**src/rtl/lsae_pkg.sv**
```systemverilog
// Shared types, widths and constants for the line sensor auto exposure unit.
// No dependencies; every other rtl file refers to this package by scoped names.
`default_nettype none

package lsae_pkg;

  localparam int PIX_W   = 8;
  localparam int SUM_W   = 18;
  localparam int MEAN_W  = 8;
  localparam int VOLT_W  = 6;
  localparam int LVL_W   = 6;
  localparam int TIME_W  = 8;

  localparam int CFG_IDX_W  = 3;
  localparam int CFG_DATA_W = 8;

  // Default line length in pixels.
  localparam int LINE_PIXELS_DEF = 128;

  // mean*25/194 as (mean * 25 * ceil(2^21/194)) >> 21, exact for mean <= 255.
  localparam int VOLT_SHIFT = 21;
  localparam int VOLT_MUL_W = 19;
  localparam logic [VOLT_MUL_W-1:0] VOLT_MUL = 19'd270275;

  // Reset values.
  localparam logic [LVL_W-1:0]  TARGET_RST   = 6'd25;
  localparam logic [LVL_W-1:0]  TOL_RST      = 6'd2;
  localparam logic [LVL_W-1:0]  MAX_STEP_RST = 6'd5;
  localparam logic [TIME_W-1:0] MIN_TIME_RST = 8'd1;
  localparam logic [TIME_W-1:0] MAX_TIME_RST = 8'd100;
  localparam logic [TIME_W-1:0] TIME_RST     = 8'd10;

  typedef enum logic [CFG_IDX_W-1:0] {
    CFG_TARGET_LEVEL = 3'd0,
    CFG_TOLERANCE    = 3'd1,
    CFG_MAX_STEP     = 3'd2,
    CFG_MIN_TIME     = 3'd3,
    CFG_MAX_TIME     = 3'd4
  } lsae_cfg_idx_t;

  typedef struct packed {
    logic [PIX_W-1:0] pixel;
    logic             line_end;
  } lsae_in_t;

  typedef struct packed {
    logic [TIME_W-1:0] integration_ms;
    logic [MEAN_W-1:0] mean_pixel;
    logic [VOLT_W-1:0] mean_tenths_volt;
  } lsae_out_t;

  typedef struct packed {
    logic [LVL_W-1:0]  target_level;
    logic [LVL_W-1:0]  tolerance;
    logic [LVL_W-1:0]  max_step;
    logic [TIME_W-1:0] min_time;
    logic [TIME_W-1:0] max_time;
  } lsae_cfg_t;

  typedef struct packed {
    logic [MEAN_W-1:0] mean;
    logic [VOLT_W-1:0] volt;
  } lsae_level_t;

endpackage

`default_nettype wire

```
**src/rtl/line_sensor_auto_exposure_unit.sv**
```systemverilog
// Top level of the line sensor auto exposure unit: config registers and the pipeline.
// Depends on lsae_pkg, lsae_accum, lsae_scale and lsae_update.
//
// Usage:
//   in_*  : one pixel per item, valid/ready. line_end marks the last pixel of a line.
//           Pixels without line_end only add into the line sum and give no result.
//   out_* : one result per line: new integration time, mean pixel, mean in tenths
//           of a volt. valid/ready.
//   cfg_* : plain write port, one register per cycle when cfg_we is high; index
//           0 target, 1 tolerance, 2 max step, 3 min time, 4 max time; other
//           indexes are ignored. Write only while no line result is in flight.
// Throughput: one pixel per cycle while in_ready is high, line_end pixels included.
// Path: a result is presented once its accepted line_end pixel has passed the sum
//   register, mean multiply stage, volt multiply stage and result register.
// Stall: each stage has its own valid; stalled out_ready backs up stage by stage,
//   so in_ready stays high while any pipeline slot is free.
// Reset: line sum 0, integration time 10 ms, registers to their defaults, pipeline empty.
`default_nettype none

module line_sensor_auto_exposure_unit #(
  parameter int LINE_PIXELS = lsae_pkg::LINE_PIXELS_DEF
) (
  input  wire logic                             clk,
  input  wire logic                             rst_n,
  input  wire logic                             in_valid,
  output logic                                  in_ready,
  input  wire lsae_pkg::lsae_in_t               in_data,
  output logic                                  out_valid,
  input  wire logic                             out_ready,
  output lsae_pkg::lsae_out_t                   out_data,
  input  wire logic                             cfg_we,
  input  wire logic [lsae_pkg::CFG_IDX_W-1:0]   cfg_index,
  input  wire logic [lsae_pkg::CFG_DATA_W-1:0]  cfg_data
);

  lsae_pkg::lsae_cfg_t   cfg_r, cfg_nxt;

  logic                       sum_valid, sum_ready;
  logic [lsae_pkg::SUM_W-1:0] sum_data;
  logic                       lvl_valid, lvl_ready;
  lsae_pkg::lsae_level_t      lvl_data;

  // Register file decode; 6-bit registers keep the low bits of cfg_data.
  always_comb begin
    cfg_nxt = cfg_r;
    if (cfg_we) begin
      unique case (lsae_pkg::lsae_cfg_idx_t'(cfg_index))
        lsae_pkg::CFG_TARGET_LEVEL: cfg_nxt.target_level = cfg_data[lsae_pkg::LVL_W-1:0];
        lsae_pkg::CFG_TOLERANCE:    cfg_nxt.tolerance    = cfg_data[lsae_pkg::LVL_W-1:0];
        lsae_pkg::CFG_MAX_STEP:     cfg_nxt.max_step     = cfg_data[lsae_pkg::LVL_W-1:0];
        lsae_pkg::CFG_MIN_TIME:     cfg_nxt.min_time     = cfg_data[lsae_pkg::TIME_W-1:0];
        lsae_pkg::CFG_MAX_TIME:     cfg_nxt.max_time     = cfg_data[lsae_pkg::TIME_W-1:0];
        default: begin
          cfg_nxt = cfg_r;
        end
      endcase
    end
  end

  always_ff @(posedge clk) begin
    if (!rst_n) begin
      cfg_r.target_level <= lsae_pkg::TARGET_RST;
      cfg_r.tolerance    <= lsae_pkg::TOL_RST;
      cfg_r.max_step     <= lsae_pkg::MAX_STEP_RST;
      cfg_r.min_time     <= lsae_pkg::MIN_TIME_RST;
      cfg_r.max_time     <= lsae_pkg::MAX_TIME_RST;
    end else begin
      cfg_r <= cfg_nxt;
    end
  end

  // Stage 1: running line sum, finished sum registered on line_end.
  lsae_accum u_accum (
    .clk       (clk),
    .rst_n     (rst_n),
    .in_valid  (in_valid),
    .in_ready  (in_ready),
    .in_data   (in_data),
    .sum_valid (sum_valid),
    .sum_ready (sum_ready),
    .sum_data  (sum_data)
  );

  // Stages 2 and 3: mean and voltage level.
  lsae_scale #(
    .LINE_PIXELS (LINE_PIXELS)
  ) u_scale (
    .clk       (clk),
    .rst_n     (rst_n),
    .sum_valid (sum_valid),
    .sum_ready (sum_ready),
    .sum_data  (sum_data),
    .lvl_valid (lvl_valid),
    .lvl_ready (lvl_ready),
    .lvl_data  (lvl_data)
  );

  // Stage 4: exposure update, holds the integration time and the result register.
  lsae_update u_update (
    .clk       (clk),
    .rst_n     (rst_n),
    .cfg       (cfg_r),
    .lvl_valid (lvl_valid),
    .lvl_ready (lvl_ready),
    .lvl_data  (lvl_data),
    .out_valid (out_valid),
    .out_ready (out_ready),
    .out_data  (out_data)
  );

endmodule

`default_nettype wire

```
**src/rtl/lsae_accum.sv**
```systemverilog
// Line accumulator: saturating pixel sum, hands the finished line sum on.
// Depends on lsae_pkg.
`default_nettype none

module lsae_accum (
  input  wire logic                        clk,
  input  wire logic                        rst_n,
  input  wire logic                        in_valid,
  output logic                             in_ready,
  input  wire lsae_pkg::lsae_in_t          in_data,
  output logic                             sum_valid,
  input  wire logic                        sum_ready,
  output logic [lsae_pkg::SUM_W-1:0]       sum_data
);

  logic [lsae_pkg::SUM_W-1:0] acc_r, acc_nxt;
  logic [lsae_pkg::SUM_W-1:0] sum_r, sum_nxt;
  logic                       vld_r, vld_nxt;
  logic [lsae_pkg::SUM_W:0]   add;
  logic [lsae_pkg::SUM_W-1:0] add_sat;
  logic                       take;

  assign in_ready = !vld_r || sum_ready;
  assign take     = in_valid && in_ready;
  assign add      = {1'b0, acc_r} + {{(lsae_pkg::SUM_W+1-lsae_pkg::PIX_W){1'b0}}, in_data.pixel};
  assign add_sat  = add[lsae_pkg::SUM_W] ? '1 : add[lsae_pkg::SUM_W-1:0];

  always_comb begin
    acc_nxt = acc_r;
    sum_nxt = sum_r;
    vld_nxt = vld_r && !sum_ready;
    if (take) begin
      if (in_data.line_end) begin
        acc_nxt = '0;
        sum_nxt = add_sat;
        vld_nxt = 1'b1;
      end else begin
        acc_nxt = add_sat;
      end
    end
  end

  always_ff @(posedge clk) begin
    if (!rst_n) begin
      acc_r <= '0;
      vld_r <= 1'b0;
    end else begin
      acc_r <= acc_nxt;
      vld_r <= vld_nxt;
    end
    sum_r <= sum_nxt;
  end

  assign sum_valid = vld_r;
  assign sum_data  = sum_r;

endmodule

`default_nettype wire

```
**src/rtl/lsae_scale.sv**
```systemverilog
// Two-stage scaler: line sum -> mean (reciprocal multiply), mean -> tenths of a volt.
// Depends on lsae_pkg.
`default_nettype none

module lsae_scale #(
  parameter int LINE_PIXELS = lsae_pkg::LINE_PIXELS_DEF
) (
  input  wire logic                        clk,
  input  wire logic                        rst_n,
  input  wire logic                        sum_valid,
  output logic                             sum_ready,
  input  wire logic [lsae_pkg::SUM_W-1:0]  sum_data,
  output logic                             lvl_valid,
  input  wire logic                        lvl_ready,
  output lsae_pkg::lsae_level_t            lvl_data
);

  // floor(x/N) = (x * ceil(2^K/N)) >> K, exact for x < 2^SUM_W with K = SUM_W + clog2(N).
  localparam int          DIV_SHIFT  = lsae_pkg::SUM_W + $clog2(LINE_PIXELS);
  localparam int unsigned MEAN_RECIP = ((1 << DIV_SHIFT) + LINE_PIXELS - 1) / LINE_PIXELS;
  localparam int          RECIP_W    = 20;
  localparam int          PROD_W     = lsae_pkg::SUM_W + RECIP_W;
  localparam int          QUOT_W     = PROD_W - DIV_SHIFT;
  localparam int          VPROD_W    = lsae_pkg::MEAN_W + lsae_pkg::VOLT_MUL_W;

  logic [PROD_W-1:0]           prod;
  logic [QUOT_W-1:0]           quot;
  logic [lsae_pkg::MEAN_W-1:0] mean_sat;
  logic [VPROD_W-1:0]          vprod;

  logic                        m_vld_r;
  logic [lsae_pkg::MEAN_W-1:0] m_mean_r;
  logic                        l_vld_r;
  lsae_pkg::lsae_level_t       l_data_r;
  logic                        m_ready;

  assign prod     = {{RECIP_W{1'b0}}, sum_data} * {{lsae_pkg::SUM_W{1'b0}}, RECIP_W'(MEAN_RECIP)};
  assign quot     = prod[PROD_W-1:DIV_SHIFT];
  assign mean_sat = (quot > QUOT_W'(255)) ? '1 : quot[lsae_pkg::MEAN_W-1:0];

  assign vprod = {{lsae_pkg::VOLT_MUL_W{1'b0}}, m_mean_r}
               * {{lsae_pkg::MEAN_W{1'b0}}, lsae_pkg::VOLT_MUL};

  assign m_ready   = !l_vld_r || lvl_ready;
  assign sum_ready = !m_vld_r || m_ready;

  always_ff @(posedge clk) begin
    if (!rst_n) begin
      m_vld_r <= 1'b0;
      l_vld_r <= 1'b0;
    end else begin
      if (sum_ready) begin
        m_vld_r <= sum_valid;
      end
      if (m_ready) begin
        l_vld_r <= m_vld_r;
      end
    end
    if (sum_ready && sum_valid) begin
      m_mean_r <= mean_sat;
    end
    if (m_ready && m_vld_r) begin
      l_data_r.mean <= m_mean_r;
      l_data_r.volt <= vprod[lsae_pkg::VOLT_SHIFT +: lsae_pkg::VOLT_W];
    end
  end

  assign lvl_valid = l_vld_r;
  assign lvl_data  = l_data_r;

endmodule

`default_nettype wire

```
**src/rtl/lsae_update.sv**
```systemverilog
// Integration time update and result register.
// Depends on lsae_pkg.
`default_nettype none

module lsae_update (
  input  wire logic                   clk,
  input  wire logic                   rst_n,
  input  wire lsae_pkg::lsae_cfg_t    cfg,
  input  wire logic                   lvl_valid,
  output logic                        lvl_ready,
  input  wire lsae_pkg::lsae_level_t  lvl_data,
  output logic                        out_valid,
  input  wire logic                   out_ready,
  output lsae_pkg::lsae_out_t         out_data
);

  logic [lsae_pkg::TIME_W-1:0] time_r;
  logic [lsae_pkg::TIME_W-1:0] time_nxt;
  logic                        vld_r;
  lsae_pkg::lsae_out_t         data_r;

  logic signed [9:0] err, tol_s, mag, half, step, t_adj, t_lo;

  assign lvl_ready = !vld_r || out_ready;

  always_comb begin
    err   = $signed({4'b0, cfg.target_level}) - $signed({4'b0, lvl_data.volt});
    tol_s = $signed({4'b0, cfg.tolerance});
    mag   = (err < 0) ? -err : err;
    half  = mag >>> 1;
    step  = (half > $signed({4'b0, cfg.max_step})) ? $signed({4'b0, cfg.max_step}) : half;
    t_adj = $signed({2'b0, time_r});
    if (err < -tol_s) begin
      t_adj = t_adj - step;
    end else if (err > tol_s) begin
      t_adj = t_adj + step;
    end
    // lower limit first, upper limit wins when the limits cross
    t_lo = (t_adj <= $signed({2'b0, cfg.min_time})) ? $signed({2'b0, cfg.min_time}) : t_adj;
    if (t_lo >= $signed({2'b0, cfg.max_time})) begin
      time_nxt = cfg.max_time;
    end else begin
      time_nxt = t_lo[lsae_pkg::TIME_W-1:0];
    end
  end

  always_ff @(posedge clk) begin
    if (!rst_n) begin
      vld_r  <= 1'b0;
      time_r <= lsae_pkg::TIME_RST;
    end else begin
      if (lvl_ready) begin
        vld_r <= lvl_valid;
      end
      if (lvl_ready && lvl_valid) begin
        time_r <= time_nxt;
      end
    end
    if (lvl_ready && lvl_valid) begin
      data_r.integration_ms   <= time_nxt;
      data_r.mean_pixel       <= lvl_data.mean;
      data_r.mean_tenths_volt <= lvl_data.volt;
    end
  end

  assign out_valid = vld_r;
  assign out_data  = data_r;

endmodule

`default_nettype wire
```
**config.mk**
```make
export PLATFORM = sky130hd
export DESIGN_NAME = line_sensor_auto_exposure_unit
export DESIGN_NICKNAME = d
export VERILOG_FILES = /design/src/rtl/lsae_pkg.sv /design/src/rtl/line_sensor_auto_exposure_unit.sv /design/src/rtl/lsae_accum.sv /design/src/rtl/lsae_scale.sv /design/src/rtl/lsae_update.sv
export SDC_FILE = /design/constraint.sdc
export NUM_CORES = 1
export LEC_CHECK = 0
export BUFFER_PORTS_ARGS = -buffer_cell sky130_fd_sc_hd__buf_2
export CAP_MARGIN = 15
export CORE_MARGIN = 2
export CORE_UTILIZATION = 60
export DETAILED_ROUTE_END_ITERATION = 12
export PLACE_DENSITY = 0.79
export SETUP_SLACK_MARGIN = 0.5
export SYNTH_ARGS = -nofsm -noshare
export SYNTH_HDL_FRONTEND = slang
export SYNTH_SLANG_ARGS = --single-unit
```
**constraint.sdc**
```tcl
create_clock -name clk -period 10 [get_ports clk]
set_input_delay 1 -clock clk [delete_from_list [all_inputs] [get_ports clk]]
set_output_delay 1 -clock clk [all_outputs]
set_load 0.02 [all_outputs]
```
Yosys cells after proc, flatten, opt, wreduce, memory -nomap -nowiden
Cells that the tools add are included.

Register bits after elaboration: 126. Logic and storage cells: 67. Bits of input ports: 25. Output and inout bits: 24.

Equality and inequality tests: 4. Multipliers: 1. Add/sub/neg operators: 6. Reduce and logical (&&, ||, !) cells: 21. Muxes and demuxes: 10. Magnitude comparators: 7.

Operator list (count): $mux W10 (5); $mux W18 (2); $mul A8 B19 Y27 const B (1); $add A18 B8 Y19 (1); $reduce_and A2 Y1 (6); $gt A11 B8 Y1 const B (1); $add A9 B10 Y10 (1); $ge A10 B9 Y1 (1); $le A10 B9 Y1 (1); $lt A7 B10 Y1 (1); $neg A6 Y10 (1); $neg A7 Y10 (1); $sub A9 B10 Y10 (1); $gt A9 B7 Y1 (1); $mux W8 (1); $gt A7 B7 Y1 (1); $lt A7 B1 Y1 const B (1); $sub A6 B6 Y7 (1); $eq A3 B2 Y1 const B (2); $logic_and A1 B1 Y1 (5); $logic_not A1 Y1 (5); $logic_or A1 B1 Y1 (4); $eq A3 B1 Y1 const B (1); $eq A3 B3 Y1 const B (1); 2 further kinds (3).

Depth between registers and ports, before layout
Gate-level depths: netlist of run 1.

Depth after elaboration: 12. Mapped depth: 45.

Cells and area by module
Synthesis of run 1 repeated with hierarchy kept, for this count alone.

Cell total of the unflattened synthesis: 1000. Area total of the unflattened synthesis: 9695.5 um^2.

By module, submodules not included: lsae_update (seq. area each 840.8 um^2, area each 3736.1 um^2, times used 1, cells each 437); lsae_scale (seq. area each 700.7 um^2, area each 2567.5 um^2, times used 1, cells each 232); lsae_accum (seq. area each 920.9 um^2, area each 2028.2 um^2, times used 1, cells each 199); line_sensor_auto_exposure_unit (seq. area each 680.7 um^2, area each 1363.8 um^2, times used 1, cells each 132).

Worst setup path after synthesis of run 1
OpenSTA, ideal clock, no wires.

Kind: register -> register. From: reg u_scale.l_data_r, in the netlist u_scale.lvl_data[0]. To: reg u_update.time_r[7] (netlist name). Period minus slack after synthesis: 8.598 ns. Required time: 9.885 ns. Slack: 1.402 ns. Stages on the path, launching flop included: 40. Data arrival time: 8.484 ns. Cell sequence: edfxtp_1 -> ha_1 -> fa_1 -> nor2b_2 -> o21ai_0 -> a21oi_1 -> nor2_1 -> a21oi_1 -> xor2_1 -> ha_1 -> nor2b_1 -> o21ai_0 -> a22o_1 -> clkbuf_1 -> mux2_2 -> ha_1 -> clkbuf_1 -> inv_1 -> [4 not listed] -> ha_1 -> nand4_1 -> nor2_1 -> a211oi_1 -> o21ai_0 -> o31ai_4 -> mux2_4 -> inv_1 -> ha_1 -> nand2b_1 -> a21o_1 -> a21o_1 -> a21oi_1 -> nor2_1 -> a2111oi_0 -> o211ai_4 -> mux2_4 -> o21ba_1.

Longest elaborated chain between the ends: 12.

RTL lines: start: declaration (line lsae_scale.sv:34) `lsae_pkg::lsae_level_t l_data_r;`; $sub A6 B6 Y7 (*) (line lsae_update.sv:27) `err = $signed({4'b0, cfg.target_level}) - $signed({4'b0, lvl_data.volt});`; $neg A7 Y10 or $lt A7 B1 Y1 (tied branches) (line lsae_update.sv:29) `mag = (err < 0) ? -err : err;`; $mux W10 (line lsae_update.sv:29); $gt A9 B7 Y1 (line lsae_update.sv:31) `step = (half > $signed({4'b0, cfg.max_step})) ? $signed({4'b0, cfg.max_step}) : half;`; $mux W10 (line lsae_update.sv:31); $add A9 B10 Y10 (line lsae_update.sv:36) `t_adj = t_adj + step;`; $mux W10 (line lsae_update.sv:35) `end else if (err > tol_s) begin`; $mux W10 (*) (line lsae_update.sv:33) `if (err < -tol_s) begin`; $le A10 B9 Y1 (line lsae_update.sv:39) `t_lo = (t_adj <= $signed({2'b0, cfg.min_time})) ? $signed({2'b0, cfg.min_time}) : t_adj;`; $mux W10 (*) (line lsae_update.sv:39); $ge A10 B9 Y1 (line lsae_update.sv:40) `if (t_lo >= $signed({2'b0, cfg.max_time})) begin`; $mux W8 (*) (line lsae_update.sv:40); named net u_update.time_nxt, one bit (line lsae_update.sv:18) `logic [lsae_pkg::TIME_W-1:0] time_nxt;`; end signal: assignment (line lsae_update.sv:50) `time_r <= lsae_pkg::TIME_RST;`; end signal: assignment (line lsae_update.sv:56) `time_r <= time_nxt;`; end: declaration (line lsae_update.sv:17) `logic [lsae_pkg::TIME_W-1:0] time_r;`.

Mark *: on every way through the listed nets, which the timed path passes. The rest lies on a longest branch. A chain may end at the register's enable or synchronous reset.

Worst setup path after layout of run 1
From: reg u_scale.l_data_r, in the netlist u_scale.lvl_data[0]. To: reg u_update.time_r[3] (netlist name).

Same word-level chain as after synthesis.

==> results of run 1 <==
==> flip-flops by register name, summed over array words and instances, names as in the netlist <==
register	cells
u_scale.lvl_valid	1
u_accum.sum_valid	1
cfg_r	34
u_accum.acc_r	18
u_update.time_r	8
u_accum.sum_data	11
u_scale.m_mean_r	8
u_scale.m_vld_r	1
u_update.out_data	22
u_scale.lvl_data	14
u_update.out_valid	1
==> power by group <==
part	internal (mW)	switching (mW)	leakage, nW
Sequential	0.523	0.00744	0.964
Clock	0.369	0.257	0.293
Combinational	0.150	0.198	3.11
Total	1.04	0.462	4.37
==> path summary, 6_finish.rpt <==
| check | from | end | slack [ns] | depth (start not counted) |
|---|---|---|---|---|
| setup reg to reg | u_scale.lvl_data[0] | u_update.time_r[3] | 1.01 | 39 |
| hold reg to reg | u_scale.lvl_data[12] | u_update.out_data[12] | 0.42 | 0 |
| setup / recovery | u_scale.lvl_data[0] | u_update.time_r[3] | 1.01 | 39 |
| hold / removal | u_scale.lvl_data[12] | u_update.out_data[12] | 0.42 | 0 |
==> per-layer routing <==
metal	share of wire (%)	vias up	wire [microns]	GRT usage (%)
met5	0	-	0	0
met4	2.9	0	577	9.95
met3	5.2	40	1020	4.72
met2	48	219	9380	43.4
met1	44	3225	8660	34.2
li1	-	3350	-	-
==> through the flow <==
stage	worst slack, ns	hold slack (ns)	area (sq um)	cells	utilization, %
after floorplan	1.40	0.400	8910	931	-
after CTS	0.502	0.416	9890	1174	68.0
after detailed placement	0.628	0.405	9280	1142	63.9
after global routing	0.459	0.423	9930	1177	68.3
final	1.01	0.415	9930	1177	68.3
after global placement	0.823	0.402	9280	1142	63.9
==> cell type report <==
cell class              count  area [sq um]
multi-input cells         668          5430
fillers                  1129          4610
flip-flops and latches    119          2930
inverters                 121           457
clock buffers              18           450
repair buffers             53           278
well taps                 184           230
clock inverters            14           154
==> cell usage in the layout, fill, tap and decap left out, types with 19 or more instances in the layout <==
| cell | synthesis | final |
|---|---|---|
| fa_1 | 30 | 30 |
| ha_1 | 123 | 123 |
| nor2b_1 | 23 | 23 |
| inv_1 | 118 | 118 |
| dfxtp_1 | 64 | 64 |
| nand3_1 | 33 | 33 |
| edfxtp_1 | 55 | 55 |
| nor2_1 | 41 | 41 |
| nor3_1 | 19 | 19 |
| o21ai_0 | 27 | 27 |
| a21oi_1 | 39 | 38 |
| buf_2 | 2 | 48 |
| xnor2_1 | 21 | 21 |
| nand2_1 | 90 | 90 |
==> logic make-up (layout without fill, tap and decap cells) <==
logic type / count (synthesis) / count (layout) / synth area share (%)
compound gates: 181 / 181 / 14.7
buf+inv: 144 / 206 / 6.44
simple gates: 270 / 270 / 15.1
xor+xnor: 27 / 27 / 2.66
fa+ha+maj: 153 / 153 / 24.0
other cells: 2 / 5 / 0.0844
mux: 32 / 32 / 4.03
flops: 119 / 119 / 32.9
==> repair_timing <==
action	4_1_cts	5_1_grt
setup buffers	0	3
endpoints found under the setup margin	0	16
hold buffers	0	0
resized for setup	0	5
==> run metrics, run 1 <==
status completed; Final ANT Viol Nets 0; Top Family by Delay on Critical Path compound AO/OA/AOI/OAI gates; RSZ-0062 raised after global routing false; final setup skew 0.00816 ns; Synth area leader edfxtp_1; Final #Nets 1158; Clock Sinks 119; Worst Path Required 10.31 ns; Residual DRC 0; CP endpoint kind flop; Num CTS Buffers 17; Core Area 0.0145 sq mm; register area share after synthesis 32.9%; YS warnings 0; First-pass DRT Iterations 7; synthesized flop and latch total 119; Synth Area per Inst 9.59 sq um; Max rail drop VDD 0.138 mV; Worst Tran Pin Value 0.983 ns; vias in the first global route 6695; die width 126 microns; crit path kind flop to flop; Total Neg Setup Slack 0 ns; crit path max fanout 16; FMAX 0.111 GHz; synth unique cells 79; CP bufs+invs 3; fraction of layout cells with a size suffix above 1 13.2%; Arr. time, crit path 9.30 ns; top-count cell post-synth ha_1; asr flop ratio synth 0%; leakage 4.37 nW; final worst-path cycle share 89.9%; overall power 1.50 mW; num ports 49; Initial Util 61.3%; Area contributors post-synth edfxtp_1 (19%), ha_1 (17%), dfxtp_1 (14%); grt total ovfl 0; drt total wl 19600 microns; Die H 126 microns; Mapped Area 0.00890 sq mm; Slew HR 34.2%; Synth top cells by count ha_1 (123), inv_1 (118), nand2_1 (90); Synth Instances 928; HP Class flop to flop; routability-driven placement congestion ratio 0.917; CP peak stage delay 0.41 ns; share of the synthesized area in the top cell type 18.6%; Skew-Pair Late Insertion Delay 0.43 ns; Synth Flop Type dfxtp_1; Startpoint Class flop; clock root buffer clkbuf_16; first-pass GRT wire length 33000 microns; final hold violations 0; final setup fails 0; H-tree levels 4; Tmin final 8.99 ns; CP max stage cell fa_1; PwrDens 151 mW/mm^2; Vias/cell 5.81; Starting DRT DRC Count 537; vias 6834; I/O Buffers 48; largest net degree at the start of global routing 53; DP HPWL 15000 microns; initial antenna violation count 0; maxcap violations 0; number of flops mapped to enable cells by yosys 55; GRT Overall Usage 26.1%; CTS tree yes; Final Max Tran Viols 0; area delta synth->final 11.5%; CTS Buffer Depth 2; antenna cells 0; post-DR wirelength/cell 16.7 microns; clock slew at reported path FFs 0.06 ns; die footprint 0.0158 sq mm; Row Count 44
Note: power is estimated with default switching activity, not from simulation.
==> inputs of run 2 (changes only) <==
--- a/config.mk
+++ b/config.mk
@@ -5,12 +5,13 @@
 export SDC_FILE = /design/constraint.sdc
 export NUM_CORES = 1
 export LEC_CHECK = 0
+export ABC_AREA = 1
 export BUFFER_PORTS_ARGS = -buffer_cell sky130_fd_sc_hd__buf_2
 export CAP_MARGIN = 15
 export CORE_MARGIN = 2
 export CORE_UTILIZATION = 60
 export DETAILED_ROUTE_END_ITERATION = 12
-export PLACE_DENSITY = 0.79
+export PLACE_DENSITY = 0.78
 export SETUP_SLACK_MARGIN = 0.5
 export SYNTH_ARGS = -nofsm -noshare
 export SYNTH_HDL_FRONTEND = slang
==> run 2 against run 1 <==
Utilization shrank 0.83 points. Sequential share of layout area is 0.74 points lower. Setup slack better by 0.88 ns. Critical endpoint is now u_update.out_data[17]. Highest routed layer unchanged.
==> run metrics, run 2 <==
Starting DRT DRC Count 441; Tmin final 8.11 ns; most frequent cells in the layout nand2_1 (226), inv_1 (191), ha_1 (123); Vias/cell 5.45; share of the synthesized area in the top cell type 17.9%; Final Max Tran Viols 0; post-DR wirelength/cell 15.0 microns; commonest non-fill, non-tap cell in the layout nand2_1; num ports 49; Worst Path Required 10.18 ns; Synth Instances 1132; area delta synth->final 10.6%; Core Area 0.0151 sq mm; routability-driven placement congestion ratio 0.890; final non-filler cell total 1384; H-tree levels 4; met1 Track Usage GR 34.1%; Synth Area per Inst 8.13 sq um; First-pass DRT Iterations 5; RSZ-0062 raised after global routing false; final worst-path cycle share 81.1%; Slew HR 25.1%; vias 7536; Row Count 45; cell count after placement 1352; GRT Overall Usage 26.9%; Top Family by Delay on Critical Path compound AO/OA/AOI/OAI gates; CTS tree yes; initial antenna violation count 0; Worst Tran Pin Value 1.12 ns; fraction of layout cells with a size suffix above 1 10.9%; clock slew at reported path FFs 0.05 ns; Final ANT Viol Nets 0; leakage 4.87 nW; Num CTS Buffers 17; PwrDens 158 mW/mm^2; register area share after synthesis 31.9%; synth unique cells 52; largest net degree at the start of global routing 37; CP bufs+invs 5; I/O Buffers 48; antenna cells 0; Synth top cells by count nand2_1 (226), inv_1 (191), ha_1 (123); hold_buf cts 0; top-count cell post-synth nand2_1; Place WS 2.11 ns; Final #Nets 1361; Area contributors post-synth edfxtp_1 (18%), ha_1 (17%), dfxtp_1 (14%); Max rail drop VDD 0.131 mV; fin area 0.0102 sq mm; final hold violations 0; crit path max fanout 12; Residual DRC 0; Setup Buffers After CTS 0; CP max stage cell o21ai_0; Total Neg Setup Slack 0 ns; worst hold slack 0.421 ns; HP Class flop to flop; Arr. time, crit path 8.28 ns; final worst setup slack 1.89 ns; clock root buffer clkbuf_16; Placement Cell Area 0.00961 sq mm; vias in the first global route 7335; Reg with most FFs cfg_r; final-layout fill cell count 1240; busiest layer in global routing met2; Die H 128 microns; YS warnings 0; maxcap violations 0; Startpoint Class flop; routing usage on met2 46.2%; met3 GRT Util 4.92%; Clock Sinks 119; grt total ovfl 0; FMAX 0.123 GHz; number of flops mapped to enable cells by yosys 55; asr flop ratio synth 0%; DP HPWL 16200 microns; number of flip-flops in the largest register 34; flop2flop setup slack 1.89 ns; crit path kind flop to flop; Initial Util 61.0%; CP peak stage delay 0.74 ns; final setup skew 0.00736 ns; die footprint 0.0164 sq mm; final setup fails 0; drt total wl 20800 microns; CP endpoint kind flop; die width 128 microns; status completed; Synth Flop Type dfxtp_1; Synth area leader edfxtp_1; cts repair resizes 0; synthesized flop and latch total 119; Mapped Area 0.00921 sq mm; CTS Buffer Depth 2; Skew-Pair Late Insertion Delay 0.42 ns; first-pass GRT wire length 34600 microns
[run 2: power by group]
part / total (mW) / switching [mW] / internal [mW]
clock network: 0.591 / 0.233 / 0.358
registers: 0.535 / 0.00785 / 0.527
logic: 0.485 / 0.312 / 0.173
total: 1.61 / 0.553 / 1.06
[run 2: layer usage]
layer	routed length, microns	vias to the layer above
li1	-	3824
met1	9120	3498
met2	10300	173
met3	853	41
met4	514	0
met5	0	-
[run 2: per-stage QoR]
stage,util (%),total power [mW]
after floorplan,-,0.920
after global placement,63.7,1.02
after detailed placement,63.7,1.02
after CTS,67.5,1.61
after global routing,67.5,1.71
final,67.5,1.61
[run 2: cells by family after synthesis]
kind of cell	Yosys count	share of synthesized area, %
other	2	0.0816
and+or+nand+nor	410	20.6
adders and majority gates	153	23.2
DFF	119	31.9
xor gates and xnor gates	30	2.85
AOI/OAI and AO/OA	199	12.2
buffers and inverters	219	9.17
[run 2: layout make-up]
| class | instances | area (sq um) | share of cell area, % |
|---|---|---|---|
| Clock buffer | 19 | 454 | 4.46 |
| Clock inverter | 13 | 118 | 1.16 |
| Inverter | 199 | 749 | 7.36 |
| Multi-Input combinational cell | 797 | 5440 | 53.5 |
| Sequential cell | 119 | 2930 | 28.8 |
| Tap cell | 188 | 235 | 2.31 |
| Timing Repair Buffer | 49 | 248 | 2.43 |
[run 2: path summary, 6_finish.rpt]
path	startpoint	endpoint	depth (start not counted)
worst min-delay path	u_scale.lvl_data[9]	u_update.out_data[9]	0
worst max-delay path	u_scale.lvl_data[0]	u_update.out_data[17]	41
worst min register to register	u_scale.lvl_data[9]	u_update.out_data[9]	0
worst max register to register	u_scale.lvl_data[0]	u_update.out_data[17]	41
==> inputs of run 3 (changes only) <==
==> constraint.sdc (replaced) <==
create_clock -name clk -period 7.55 [get_ports clk]
set_input_delay 0.755 -clock clk [delete_from_list [all_inputs] [get_ports clk]]
set_output_delay 0.755 -clock clk [all_outputs]
set_load 0.02 [all_outputs]
==> run 3 against run 2 <==
Routed wire length up 13%. Maximum frequency up 12%. Cell count up 3.4%. Critical endpoint is now u_update.out_data[14].
==> run metrics, run 3 (synthesis results as in run 2) <==
I/O Buffers 48; Row Count 45; CTS Buffer Depth 2; Crit path top cell by count nand2_2; CP endpoint u_update.out_data[14]; Worst Path Required 7.73 ns; Num CTS Buffers 17; GRT Overall Usage 27.6%; Final #Nets 1408; Residual DRC 0; commonest non-fill, non-tap cell in the layout nand2_1; antenna cells 0; drt total wl 23500 microns; r2r endpoint u_update.out_data[14]; Reg with most FFs cfg_r; R2R Path Start u_scale.lvl_data[0]; final non-filler cell total 1431; hold_buf cts 0; Worst Tran Pin Value 1.16 ns; grt total ovfl 0; PwrDens 220 mW/mm^2; Placement Cell Area 0.00962 sq mm; DP HPWL 15900 microns; CP max stage cell edfxtp_1; vias 8212; Die H 128 microns; Max rail drop VDD 0.197 mV; status completed; vias in the first global route 7609; CP peak stage delay 0.39 ns; HP Class flop to flop; flop2flop setup slack 0.30 ns; area delta synth->final 20.6%; Arr. time, crit path 7.43 ns; fin area 0.0111 sq mm; largest net degree at the start of global routing 37; final setup fails 0; num ports 49; worst r2r path cells 47; fraction of layout cells with a size suffix above 1 22.5%; number of flip-flops in the largest register 34; routability-driven placement congestion ratio 0.961; Slew HR 22.1%; Final Max Tran Viols 0; Initial Util 61.0%; crit path kind flop to flop; maxcap violations 0; stages on the worst setup path 47; Core Area 0.0151 sq mm; CTS tree yes; initial antenna violation count 0; post-DR wirelength/cell 16.4 microns; Starting DRT DRC Count 610; CP endpoint kind flop; Skew-Pair Late Insertion Delay 0.43 ns; H-tree levels 4; crit path max fanout 7; Top Family by Delay on Critical Path simple AND/OR/NAND/NOR gates; final hold violations 0; cell count after placement 1354; Startpoint Class flop; Setup crit start u_scale.lvl_data[0]; final setup skew 0.0120 ns; Tmin final 7.25 ns; Clock Sinks 119; RSZ-0062 raised after global routing true; most frequent cells in the layout nand2_1 (198), inv_1 (179), ha_1 (106); CP bufs+invs 11; clock root buffer clkbuf_16; clock slew at reported path FFs 0.06 ns; FMAX 0.138 GHz; final worst-path cycle share 96.0%; Vias/cell 5.74; die footprint 0.0164 sq mm; die width 128 microns; First-pass DRT Iterations 6; first-pass GRT wire length 35800 microns; leakage 5.14 nW; Final ANT Viol Nets 0
## run 3: changes by cell type in the layout (fill, tap and decap cells not counted), sizes merged
| cell | change |
|---|---|
| buf | +46 |
| clkbuf | +1 |
| inv | -2 |
| o21ai | +1 |
| clkinvlp | +1 |
## run 3: worst min path at each step
stage	from	end	cells after the start
after floorplan	u_scale.lvl_data[10]	u_update.out_data[10]	0
after global placement	u_scale.lvl_data[11]	u_update.out_data[11]	0
after detailed placement	u_scale.lvl_data[13]	u_update.out_data[13]	0
after CTS	u_scale.lvl_data[11]	u_update.out_data[11]	0
after global routing	u_scale.lvl_data[11]	u_update.out_data[11]	0
final	u_scale.lvl_data[11]	u_update.out_data[11]	0
## run 3: layout make-up
cell class	count	area, sq um
sequential	119	2930
inverter	199	753
clock buffer	20	458
fill	1111	3990
tap	188	235
multi-input combinational	798	6010
clock inverter	12	97.6
timing repair buffer	95	612
## run 3: repair_timing
item                       4_1_cts  5_1_grt
buffers inserted                24       20
setup endpoints to repair       16       16
cloned                           1        0
pin swaps                       24       58
gates resized for setup         53       94
## run 3: per-layer routing
metal  part of all wire (%)  up-vias  global-route usage (%)  routed length [microns]
met2                     48      319                    46.3                    11400
met5                      0        -                       0                        0
met1                     42     3868                    35.2                     9910
li1                       -     3931                       -                        -
met3                    5.4       94                    5.43                     1280
met4                    4.0        0                    10.7                      935
## run 3: worst register-to-register path: cells and delay by family, from the launching register on
kind / cells / cell delay (ns)
xor gates and xnor gates: 1 / 0.12
adders and majority gates: 7 / 1.96
and+or+nand+nor: 20 / 2.18
DFF: 1 / 0.39
AOI/OAI and AO/OA: 8 / 1.13
buffers and inverters: 11 / 1.22
## run 3: per-stage QoR
| stage | hold slack [ns] | util (%) | setup TNS (ns) | worst slack [ns] | power, mW |
|---|---|---|---|---|---|
| floorplan | 0.400 | - | 0 | 0.619 | 1.22 |
| global placement | 0.402 | 63.8 | -1.43 | -0.183 | 1.34 |
| global route | 0.424 | 73.6 | -0.0221 | -0.0118 | 2.55 |
| detailed placement | 0.408 | 63.8 | -4.08 | -0.357 | 1.35 |
| CTS | 0.422 | 70.0 | 0 | 0.530 | 2.23 |
| finish | 0.421 | 73.6 | 0 | 0.299 | 2.44 |
## run 3: power breakdown
| group | internal (mW) | switching (mW) |
|---|---|---|
| Sequential | 0.698 | 0.0111 |
| Clock | 0.469 | 0.303 |
| Combinational | 0.397 | 0.560 |
